`src/sv/packed_pixel_line_drawer_macros.svh`:
```
// Assertion macros for the packed-pixel line drawer.
// Included by files that carry concurrent checks; no other dependencies.
// Simulation gets the checks; synthesis sees empty bodies.
`ifndef PACKED_PIXEL_LINE_DRAWER_MACROS_SVH
`define PACKED_PIXEL_LINE_DRAWER_MACROS_SVH

`ifndef SYNTHESIS
// Property that must hold at every clock edge outside reset.
`define PPLD_ASSERT(lbl, clk, rst_n, prop) \
  lbl: assert property (@(posedge clk) disable iff (!rst_n) (prop)) \
    else $error("ppld: property violated");
// Consequent must hold in the cycle after the antecedent.
`define PPLD_ASSERT_NEXT(lbl, clk, rst_n, ante, cons) \
  lbl: assert property (@(posedge clk) disable iff (!rst_n) (ante) |=> (cons)) \
    else $error("ppld: next-cycle property violated");
`else
`define PPLD_ASSERT(lbl, clk, rst_n, prop)
`define PPLD_ASSERT_NEXT(lbl, clk, rst_n, ante, cons)
`endif

`endif

```
`src/sv/ppld_pkg.sv`:
```
// Shared types, constants and helpers for the packed-pixel line drawer.
// No dependencies; used by every module of the block.
`default_nettype none

package ppld_pkg;

  localparam int unsigned CoordBits  = 10;
  localparam int unsigned ErrBits    = CoordBits + 2;
  localparam int unsigned WidthBits  = 11;
  localparam int unsigned DepthBits  = 4;
  localparam int unsigned AddrBits   = 32;
  localparam int unsigned ByteBits   = 8;
  localparam int unsigned CfgIdxBits = 2;
  // y*width + x needs one bit above the product
  localparam int unsigned LinBits    = CoordBits + WidthBits + 1;
  localparam int unsigned ScaledBits = LinBits + DepthBits;

  typedef logic [CoordBits-1:0]      coord_t;
  typedef logic signed [ErrBits-1:0] err_t;

  typedef enum logic [0:0] {
    ReqStart   = 1'b0,
    ReqAdvance = 1'b1
  } req_e;

  typedef enum logic [CfgIdxBits-1:0] {
    CfgFbBase     = 2'd0,
    CfgFbWidth    = 2'd1,
    CfgPixelDepth = 2'd2
  } cfg_idx_e;

  localparam logic [DepthBits-1:0] Depth2 = 4'd2;
  localparam logic [DepthBits-1:0] Depth4 = 4'd4;
  localparam logic [DepthBits-1:0] Depth8 = 4'd8;

  localparam logic [AddrBits-1:0]  FbBaseRst     = 32'd0;
  localparam logic [WidthBits-1:0] FbWidthRst    = 11'd640;
  localparam logic [DepthBits-1:0] PixelDepthRst = 4'd2;

  localparam logic [ByteBits-1:0] Mask2bpp = 8'h03;
  localparam logic [ByteBits-1:0] Mask4bpp = 8'h0f;
  localparam logic [ByteBits-1:0] Mask8bpp = 8'hff;

  typedef struct packed {
    req_e   req_type;
    coord_t start_x;
    coord_t start_y;
    coord_t end_x;
    coord_t end_y;
  } ppld_in_t;

  typedef struct packed {
    logic [AddrBits-1:0] byte_address;
    logic [ByteBits-1:0] clear_mask;
    logic [ByteBits-1:0] set_bits;
    logic                last_pixel;
  } ppld_out_t;

  typedef struct packed {
    logic [AddrBits-1:0]  fb_base;
    logic [WidthBits-1:0] line_pitch;
    logic [DepthBits-1:0] pixel_depth;
  } ppld_cfg_t;

  typedef struct packed {
    coord_t x;
    coord_t y;
    logic   last;
  } ppld_pix_t;

  function automatic logic depth_ok(logic [DepthBits-1:0] d);
    return (d == Depth2) || (d == Depth4) || (d == Depth8);
  endfunction

endpackage

`default_nettype wire

```
`src/sv/packed_pixel_line_drawer.sv`:
```
// Top level of the packed-pixel line drawer: configuration registers, input
// register, line walker and address stages. Depends on ppld_pkg, ppld_walker,
// ppld_addr and packed_pixel_line_drawer_macros.svh.
//
// A start transaction latches two endpoints and gives no result; each advance
// transaction then gives one byte-write descriptor (address, clear mask, set
// bits, last flag) until the final pixel of the line. The block takes one
// transaction per cycle and gives one result per cycle while the output is not
// stalled. Advances pass through four register stages (input, walker, pixel
// offset, result). The walker's error step is two bounded adds on a word two
// bits wider than a coordinate, so each pixel follows from the previous one's
// registered line state. Configuration is read live and must only be written
// while no transaction is in flight.
`default_nettype none
`include "packed_pixel_line_drawer_macros.svh"

module packed_pixel_line_drawer (
  input  wire logic                            clk_i,
  input  wire logic                            rst_ni,
  input  wire logic                            in_valid_i,
  output logic                                 in_stall_o,
  input  wire ppld_pkg::ppld_in_t              in_data_i,
  output logic                                 out_valid_o,
  input  wire logic                            out_stall_i,
  output ppld_pkg::ppld_out_t                  out_data_o,
  input  wire logic                            cfg_valid_i,
  output logic                                 cfg_ready_o,
  input  wire logic [ppld_pkg::CfgIdxBits-1:0] cfg_index_i,
  input  wire logic [ppld_pkg::AddrBits-1:0]   cfg_data_i
);
  import ppld_pkg::*;

  ppld_cfg_t cfg_q, cfg_d;
  logic      in_vld_q, in_vld_d;
  ppld_in_t  in_q;

  logic      in_load, item_stall, item_acc, line_active;
  logic      start_acc, advance_acc;
  logic      pix_valid, pix_stall;
  ppld_pix_t pix;

  assign cfg_ready_o = 1'b1;

  always_comb begin
    cfg_d = cfg_q;
    if (cfg_valid_i) begin
      case (cfg_index_i)
        CfgFbBase:     cfg_d.fb_base     = cfg_data_i;
        CfgFbWidth:    cfg_d.line_pitch  = cfg_data_i[WidthBits-1:0];
        CfgPixelDepth: cfg_d.pixel_depth = cfg_data_i[DepthBits-1:0];
        default:       cfg_d = cfg_q;
      endcase
    end
  end

  // Input register: hold while the walker is stalled
  assign in_stall_o  = in_vld_q && item_stall;
  assign in_load     = in_valid_i && !in_stall_o;
  assign in_vld_d    = in_load || (in_vld_q && item_stall);
  assign item_acc    = in_vld_q && !item_stall;
  assign start_acc   = item_acc && (in_q.req_type == ReqStart);
  assign advance_acc = item_acc && (in_q.req_type == ReqAdvance) && line_active;

  always_ff @(posedge clk_i or negedge rst_ni) begin
    if (!rst_ni) begin
      cfg_q    <= '{fb_base: FbBaseRst, line_pitch: FbWidthRst,
                    pixel_depth: PixelDepthRst};
      in_vld_q <= 1'b0;
    end else begin
      cfg_q    <= cfg_d;
      in_vld_q <= in_vld_d;
    end
  end

  always_ff @(posedge clk_i) begin
    if (in_load) begin
      in_q <= in_data_i;
    end
  end

  ppld_walker u_walker (
    .clk_i         (clk_i),
    .rst_ni        (rst_ni),
    .pixel_depth_i (cfg_q.pixel_depth),
    .item_valid_i  (in_vld_q),
    .item_i        (in_q),
    .item_stall_o  (item_stall),
    .line_active_o (line_active),
    .pix_valid_o   (pix_valid),
    .pix_o         (pix),
    .pix_stall_i   (pix_stall)
  );

  ppld_addr u_addr (
    .clk_i       (clk_i),
    .rst_ni      (rst_ni),
    .cfg_i       (cfg_q),
    .pix_valid_i (pix_valid),
    .pix_i       (pix),
    .pix_stall_o (pix_stall),
    .out_valid_o (out_valid_o),
    .out_o       (out_data_o),
    .out_stall_i (out_stall_i)
  );

  // Input backpressure only ever comes from a stalled result
  `PPLD_ASSERT(a_stall_from_output, clk_i, rst_ni, in_stall_o |-> (out_valid_o && out_stall_i))
  // A start transaction never produces a pixel
  `PPLD_ASSERT_NEXT(a_start_no_pixel, clk_i, rst_ni, start_acc, !pix_valid)
  // An advance on an active line always produces a pixel
  `PPLD_ASSERT_NEXT(a_advance_pixel, clk_i, rst_ni, advance_acc, pix_valid)

endmodule

`default_nettype wire

```
`src/sv/ppld_walker.sv`:
```
// Line walker: holds the line state, steps the error term and emits one
// pixel coordinate per advance on an active line. Depends on ppld_pkg.
`default_nettype none

module ppld_walker (
  input  wire logic                           clk_i,
  input  wire logic                           rst_ni,
  input  wire logic [ppld_pkg::DepthBits-1:0] pixel_depth_i,
  input  wire logic                           item_valid_i,
  input  wire ppld_pkg::ppld_in_t             item_i,
  output logic                                item_stall_o,
  output logic                                line_active_o,
  output logic                                pix_valid_o,
  output ppld_pkg::ppld_pix_t                 pix_o,
  input  wire logic                           pix_stall_i
);
  import ppld_pkg::*;

  logic      active_q, active_d;
  logic      x_major_q, x_major_d;
  logic      x_dec_q, x_dec_d;
  logic      y_dec_q, y_dec_d;
  coord_t    org_x_q, org_x_d;
  coord_t    org_y_q, org_y_d;
  coord_t    major_last_q, major_last_d;
  coord_t    minor_ext_q, minor_ext_d;
  coord_t    idx_q, idx_d;
  coord_t    cnt_q, cnt_d;
  err_t      err_q, err_d;
  logic      pix_vld_q, pix_vld_d;
  ppld_pix_t pix_q, pix_d;

  logic   acc;
  coord_t adx, ady, maj_ext, min_ext, maj_last_new;
  logic   xmaj_new;
  coord_t px, py;
  logic   last;
  err_t   e_cur, e_step;
  logic [2:0] steps;

  function automatic coord_t move_coord(coord_t base, coord_t delta, logic down);
    return down ? (base - delta) : (base + delta);
  endfunction

  assign item_stall_o  = pix_vld_q && pix_stall_i;
  assign acc           = item_valid_i && !item_stall_o;
  assign line_active_o = active_q;
  assign pix_valid_o   = pix_vld_q;
  assign pix_o         = pix_q;

  // Endpoint setup for a start transaction
  always_comb begin
    adx = (item_i.end_x >= item_i.start_x) ? (item_i.end_x - item_i.start_x)
                                           : (item_i.start_x - item_i.end_x);
    ady = (item_i.end_y >= item_i.start_y) ? (item_i.end_y - item_i.start_y)
                                           : (item_i.start_y - item_i.end_y);
    xmaj_new     = ady < adx;
    maj_ext      = xmaj_new ? adx : ady;
    min_ext      = xmaj_new ? ady : adx;
    maj_last_new = (maj_ext != '0) ? (maj_ext - coord_t'(1)) : '0;
  end

  // Current pixel and the error step that follows it
  always_comb begin
    px   = x_major_q ? move_coord(org_x_q, idx_q, x_dec_q)
                     : move_coord(org_x_q, cnt_q, x_dec_q);
    py   = x_major_q ? move_coord(org_y_q, cnt_q, y_dec_q)
                     : move_coord(org_y_q, idx_q, y_dec_q);
    last = idx_q == major_last_q;

    // the error stays within 0..D-2, so two adds always bring it back
    e_step = err_t'({2'b00, major_last_q});
    e_cur  = err_q - err_t'({2'b00, minor_ext_q});
    steps  = '0;
    for (int k = 0; k < 2; k++) begin
      if (e_cur[ErrBits-1] && (major_last_q != '0)) begin
        e_cur = e_cur + e_step;
        steps = steps + 3'd1;
      end
    end
  end

  always_comb begin
    active_d     = active_q;
    x_major_d    = x_major_q;
    x_dec_d      = x_dec_q;
    y_dec_d      = y_dec_q;
    org_x_d      = org_x_q;
    org_y_d      = org_y_q;
    major_last_d = major_last_q;
    minor_ext_d  = minor_ext_q;
    idx_d        = idx_q;
    cnt_d        = cnt_q;
    err_d        = err_q;
    pix_vld_d    = pix_vld_q && pix_stall_i;
    pix_d        = pix_q;

    if (acc) begin
      if (item_i.req_type == ReqStart) begin
        // Replace any line in progress
        x_major_d    = xmaj_new;
        x_dec_d      = item_i.end_x < item_i.start_x;
        y_dec_d      = item_i.end_y < item_i.start_y;
        org_x_d      = item_i.start_x;
        org_y_d      = item_i.start_y;
        major_last_d = maj_last_new;
        minor_ext_d  = min_ext;
        idx_d        = '0;
        cnt_d        = '0;
        err_d        = err_t'({2'b00, maj_last_new >> 1});
        active_d     = (maj_ext > coord_t'(1)) && depth_ok(pixel_depth_i);
      end else if (active_q) begin
        pix_vld_d = 1'b1;
        pix_d     = '{x: px, y: py, last: last};
        if (last) begin
          active_d = 1'b0;
        end else begin
          err_d = e_cur;
          cnt_d = (minor_ext_q != '0) ? (cnt_q + coord_t'(steps)) : cnt_q;
          idx_d = idx_q + coord_t'(1);
        end
      end
    end
  end

  always_ff @(posedge clk_i or negedge rst_ni) begin
    if (!rst_ni) begin
      active_q     <= 1'b0;
      x_major_q    <= 1'b0;
      x_dec_q      <= 1'b0;
      y_dec_q      <= 1'b0;
      org_x_q      <= '0;
      org_y_q      <= '0;
      major_last_q <= '0;
      minor_ext_q  <= '0;
      idx_q        <= '0;
      cnt_q        <= '0;
      err_q        <= '0;
      pix_vld_q    <= 1'b0;
    end else begin
      active_q     <= active_d;
      x_major_q    <= x_major_d;
      x_dec_q      <= x_dec_d;
      y_dec_q      <= y_dec_d;
      org_x_q      <= org_x_d;
      org_y_q      <= org_y_d;
      major_last_q <= major_last_d;
      minor_ext_q  <= minor_ext_d;
      idx_q        <= idx_d;
      cnt_q        <= cnt_d;
      err_q        <= err_d;
      pix_vld_q    <= pix_vld_d;
    end
  end

  always_ff @(posedge clk_i) begin
    pix_q <= pix_d;
  end

endmodule

`default_nettype wire

```
`src/sv/ppld_addr.sv`:
```
// Address and mask stages: pixel offset y*width+x, then scaling by depth,
// base add and byte masks into the result register. Depends on ppld_pkg.
`default_nettype none

module ppld_addr (
  input  wire logic                clk_i,
  input  wire logic                rst_ni,
  input  wire ppld_pkg::ppld_cfg_t cfg_i,
  input  wire logic                pix_valid_i,
  input  wire ppld_pkg::ppld_pix_t pix_i,
  output logic                     pix_stall_o,
  output logic                     out_valid_o,
  output ppld_pkg::ppld_out_t      out_o,
  input  wire logic                out_stall_i
);
  import ppld_pkg::*;

  logic               s2_vld_q, s2_vld_d;
  logic [LinBits-1:0] lin_q, lin_d;
  logic [1:0]         xlo_q, xlo_d;
  logic               last_q, last_d;
  logic               out_vld_q, out_vld_d;
  ppld_out_t          out_q, out_d;

  logic                  load2, adv3;
  logic [ScaledBits-1:0] scaled;
  logic [AddrBits-1:0]   offset;
  logic [ByteBits-1:0]   clr, set;

  assign adv3        = s2_vld_q && (!out_vld_q || !out_stall_i);
  assign pix_stall_o = s2_vld_q && !adv3;
  assign load2       = pix_valid_i && !pix_stall_o;
  assign s2_vld_d    = load2 || (s2_vld_q && !adv3);
  assign out_vld_d   = adv3 || (out_vld_q && out_stall_i);
  assign out_valid_o = out_vld_q;
  assign out_o       = out_q;

  // Linear pixel index within the frame buffer
  always_comb begin
    lin_d  = LinBits'(pix_i.y) * LinBits'(cfg_i.line_pitch) + LinBits'(pix_i.x);
    xlo_d  = pix_i.x[1:0];
    last_d = pix_i.last;
  end

  always_comb begin
    scaled = ScaledBits'(lin_q) * ScaledBits'(cfg_i.pixel_depth);
    offset = AddrBits'(scaled >> 3);
    case (cfg_i.pixel_depth)
      Depth2: begin
        clr = Mask2bpp << {~xlo_q, 1'b0};
        set = '0;
      end
      Depth4: begin
        clr = Mask4bpp << {~xlo_q[0], 2'b00};
        set = '0;
      end
      Depth8: begin
        clr = Mask8bpp;
        set = Mask8bpp;
      end
      default: begin
        clr = '0;
        set = '0;
      end
    endcase
    out_d = '{byte_address: cfg_i.fb_base + offset,
              clear_mask:   clr,
              set_bits:     set,
              last_pixel:   last_q};
  end

  always_ff @(posedge clk_i or negedge rst_ni) begin
    if (!rst_ni) begin
      s2_vld_q  <= 1'b0;
      out_vld_q <= 1'b0;
    end else begin
      s2_vld_q  <= s2_vld_d;
      out_vld_q <= out_vld_d;
    end
  end

  always_ff @(posedge clk_i) begin
    if (load2) begin
      lin_q  <= lin_d;
      xlo_q  <= xlo_d;
      last_q <= last_d;
    end
    if (adv3) begin
      out_q <= out_d;
    end
  end

endmodule

`default_nettype wire

```
`config.mk`:
```
export PLATFORM = sky130hd
export DESIGN_NAME = packed_pixel_line_drawer
export DESIGN_NICKNAME = d
export VERILOG_FILES = /design/src/sv/ppld_pkg.sv /design/src/sv/packed_pixel_line_drawer.sv /design/src/sv/ppld_walker.sv /design/src/sv/ppld_addr.sv
export VERILOG_INCLUDE_DIRS = /design/src /design/src/sv
export SDC_FILE = /design/constraint.sdc
export NUM_CORES = 1
export LEC_CHECK = 0
export BUFFER_PORTS_ARGS = -buffer_cell sky130_fd_sc_hd__buf_2
export CORE_MARGIN = 3
export CORE_UTILIZATION = 35
export CTS_BUF_LIST = sky130_fd_sc_hd__clkbuf_4
export DETAILED_ROUTE_END_ITERATION = 12
export MAX_ROUTING_LAYER = met4
export SLEW_MARGIN = 20
export SYNTH_ARGS = -nofsm -noshare
export SYNTH_HDL_FRONTEND = slang
export SYNTH_HIERARCHICAL = 1
export SYNTH_SLANG_ARGS = --single-unit
```
`constraint.sdc`:
```
create_clock -name clk_i -period 7.52 [get_ports clk_i]
set_input_delay 0.752 -clock clk_i [delete_from_list [all_inputs] [get_ports clk_i]]
set_output_delay 0.752 -clock clk_i [all_outputs]
set_load 0.05 [all_outputs]
```
==> impl_metrics.toml <==
[routing]
drc = 0
dr.pass1.iters = 5
drt_iter0_markers = 960
wire_per_inst_um = 16.8
num_vias = 18100
ant_nets = 0
totalWireLength_mm = 59.1
detail_route.vias_per_cell = 5.15

[global_routing]
grt.total_usage = 0.174
antenna_found_initial = 1
grt_max_degree = 78
grt_first_pass_wirelength_mm = 96.1
grt_overflow_total = 0
grt_pass1_vias = 18600

[sta]
slew_headroom = 0.339
fin_crit_ns = 6.52
max_clock_freq_mhz = 153
final.setup_skew_ns = 0.0893
tightest_slew_ns = 0.989
tns_ns = 0
setup_violations = 0
drv_slew = 0
period_share = 0.867
hold_violations = 0
rsz0062_at_grt = "false"

[die]
ios = 132
fp.dieH_um = 264
start_util = 0.357
row_count = 93
die-area_sq_mm = 0.0695
design.core.area_sq_mm = 0.0650
die_width_um = 264

[hold_path]
hold_path.class = "in -> reg"

[clock_tree]
clockBufferDepth = 3
clkSlewWorstSetupHoldPaths_ns = 0.07
htreeDepth = 3
cts_resized = 0
hold_buffers = 1
post-cts-setup-buffers = 0
tritoncts = "yes"
clk_latency_ns = 0.78
numCtsBuffers = 74
cts_root_buf = "clkbuf_4"
cts_sinks = 252

[synth]
async_flop_share = 0.504
synth-main-ff-cell = "edfxtp_1"
synth_top_area_share = 0.162
synth.top_cells.by_count = "inv_1, nand2_1, ha_1"
seq_area_frac_synth = 0.299
avgSynthCellArea_sq_um = 9.31
netlist_area_sq_mm = 0.0232
synth-edff-count = 125
yosys.area.top_type = "edfxtp_1"
synthesis.nets = 2925
synthTopCellsByArea = "edfxtp_1, dfrtp_1, ha_1"
synth.distinct_cells = 97
ys_seq_elements = 252
synth_most_common_cell = "inv_1"
synth_cells = 2493
yosysWarnings = 6

[worst_setup_path]
cp_max_fo = 16
required_ns = 8.14
crit_chain = "inv_1, ha_1, inv_1, fa_1, a21oi_4, o211ai_4, a211oi_4, mux2_2, a221o_1, a31oi_2, xor2_1, ha_1, a21oi_1, o21a_1, and3_1, a21oi_1, inv_1, ha_1, inv_1, a2111oi_2, xnor2_1, nor2_1, o21ai_1, o311ai_1"
crit_type = "reg -> reg"
start_kind = "register"
crit_arrival_ns = 7.13
critPathSlowestCell = "a211oi_4"
crit_path_end_kind = "register"
crit_top_cell = "inv_1"
cpPeakStageDelay_ns = 0.68

[final_layout]
finalNetCount = 3039
drive_above_1_share = 0.142
syn_to_final_growth_pct = 10.2
post-route-cell-area_sq_mm = 0.0256

[placement]
dp_hpwl_mm = 46.9
gp_congestion = 0.894
portBuffers = 130
place_area_sq_mm = 0.0245

[run]
maxCapViolations = 0

[status]
status = "complete, no violations"
==> sequential cells by signal (all words and copies together) (netlist names) <==
name / count
cfg_q: 47
in_q: 41
u_addr/out_o: 38
u_addr/lin_q: 22
u_walker/pix_o: 21
u_walker/err_q: 12
u_walker/cnt_q: 10
u_walker/idx_q: 10
u_walker/major_last_q: 10
u_walker/minor_ext_q: 10
u_walker/org_x_q: 10
u_walker/org_y_q: 10
u_addr/xlo_q: 2
in_vld_q: 1
u_addr/last_q: 1
u_addr/out_valid_o: 1
u_addr/s2_vld_q: 1
u_walker/line_active_o: 1
u_walker/pix_valid_o: 1
u_walker/x_dec_q: 1
u_walker/x_major_q: 1
u_walker/y_dec_q: 1
==> cell families (layout without fill, tap and decap cells) <==
family / count (synthesis) / count (layout) / share of synthesized area
muxes: 73 / 73 / 0.0355
DFF: 252 / 252 / 0.299
AOI/OAI and AO/OA: 533 / 533 / 0.150
and+or+nand+nor: 716 / 716 / 0.152
buffers and inverters: 407 / 578 / 0.0711
adders and majority gates: 353 / 353 / 0.233
other: 1 / 2 / 0.000162
xor gates and xnor gates: 158 / 158 / 0.0596
==> worst paths after layout <==
kind                                              from                              endpoint  slack, ns  depth (start not counted)
min                                      in_data_i[21]                    in_q[21]$_DFFE_PP_       0.18                          1
min in group asynchronous                       rst_ni                  cfg_q[9]$_DFFE_PN0P_       0.52                          2
max                                 in_q[10]$_DFFE_PP_         u_walker/err_q[5]$_DFFE_PN0P_       1.00                         24
max in group asynchronous                       rst_ni  u_walker/major_last_q[4]$_DFFE_PN0P_       5.56                          3
min reg2reg                u_walker/pix_o[0]$_DFFE_PP_               u_addr/last_q$_DFFE_PP_       0.41                          0
max reg2reg                         in_q[10]$_DFFE_PP_         u_walker/err_q[5]$_DFFE_PN0P_       1.00                         24
==> layout make-up <==
class                   count  area [sq um]
well taps                 855          1070
inverters                 303          1140
diodes                      1          2.50
clock inverters            20           169
multi-input cells        1834         14700
flip-flops and latches    252          6940
repair buffers            142           762
fillers                  6445         39500
clock buffers             113           848
==> placed cells by master, fill, tap and decap left out, types with 16 or more instances in the layout <==
master    synthesis  routed
o21bai_1         19      19
o211ai_1         20      20
edfxtp_1        125     125
and3_1           19      19
dfrtp_1         124     124
fa_1            132     132
a211oi_1         16      16
nor2_1          130     129
and2_1          113     112
nand4_1          20      20
ha_1            220     220
nand2_1         247     247
xor2_1           74      74
nand3_1          50      50
inv_1           302     302
clkbuf_4          0     113
a21o_1           41      41
nand2b_1         16      16
mux2i_1          17      17
o21ai_0         135     135
buf_2             9     129
or3_1            18      18
nor2b_1          24      23
xnor2_1          84      84
o21a_1           18      18
mux2_2           52      52
nor3_1           25      25
a21oi_1         147     147
==> through the flow <==
step	setup WS (ns)	hold WS [ns]	utilization	cells
after floorplan	2.00	0.400	-	2493
after global placement	1.16	0.408	0.377	3384
after detailed placement	1.07	0.412	0.377	3384
after CTS	1.05	0.0691	0.393	3518
after global routing	0.603	0.0803	0.393	3520
final	1.00	0.180	0.393	3520
==> worst max-delay path: cells and delay by family, from the launching register on <==
| family | cells | cell delay (ns) |
|---|---|---|
| adders and majority gates | 4 | 1.09 |
| DFF | 1 | 0.39 |
| AOI/OAI and AO/OA | 11 | 2.93 |
| and+or+nand+nor | 2 | 0.65 |
| xor gates and xnor gates | 2 | 0.55 |
| muxes | 1 | 0.41 |
| buffers and inverters | 4 | 0.36 |
==> routing by layer <==
metal | up-vias | share of wire | GRT usage
met3 | 124 | 0.040 | 0.0265
li1 | 8759 | - | -
met2 | 456 | 0.50 | 0.302
met5 | - | 0 | -
met1 | 8790 | 0.42 | 0.201
met4 | 0 | 0.034 | 0.0662
Power is not shown: default switching activity piles up to over one toggle a cycle in this logic, so the estimate is an artifact.
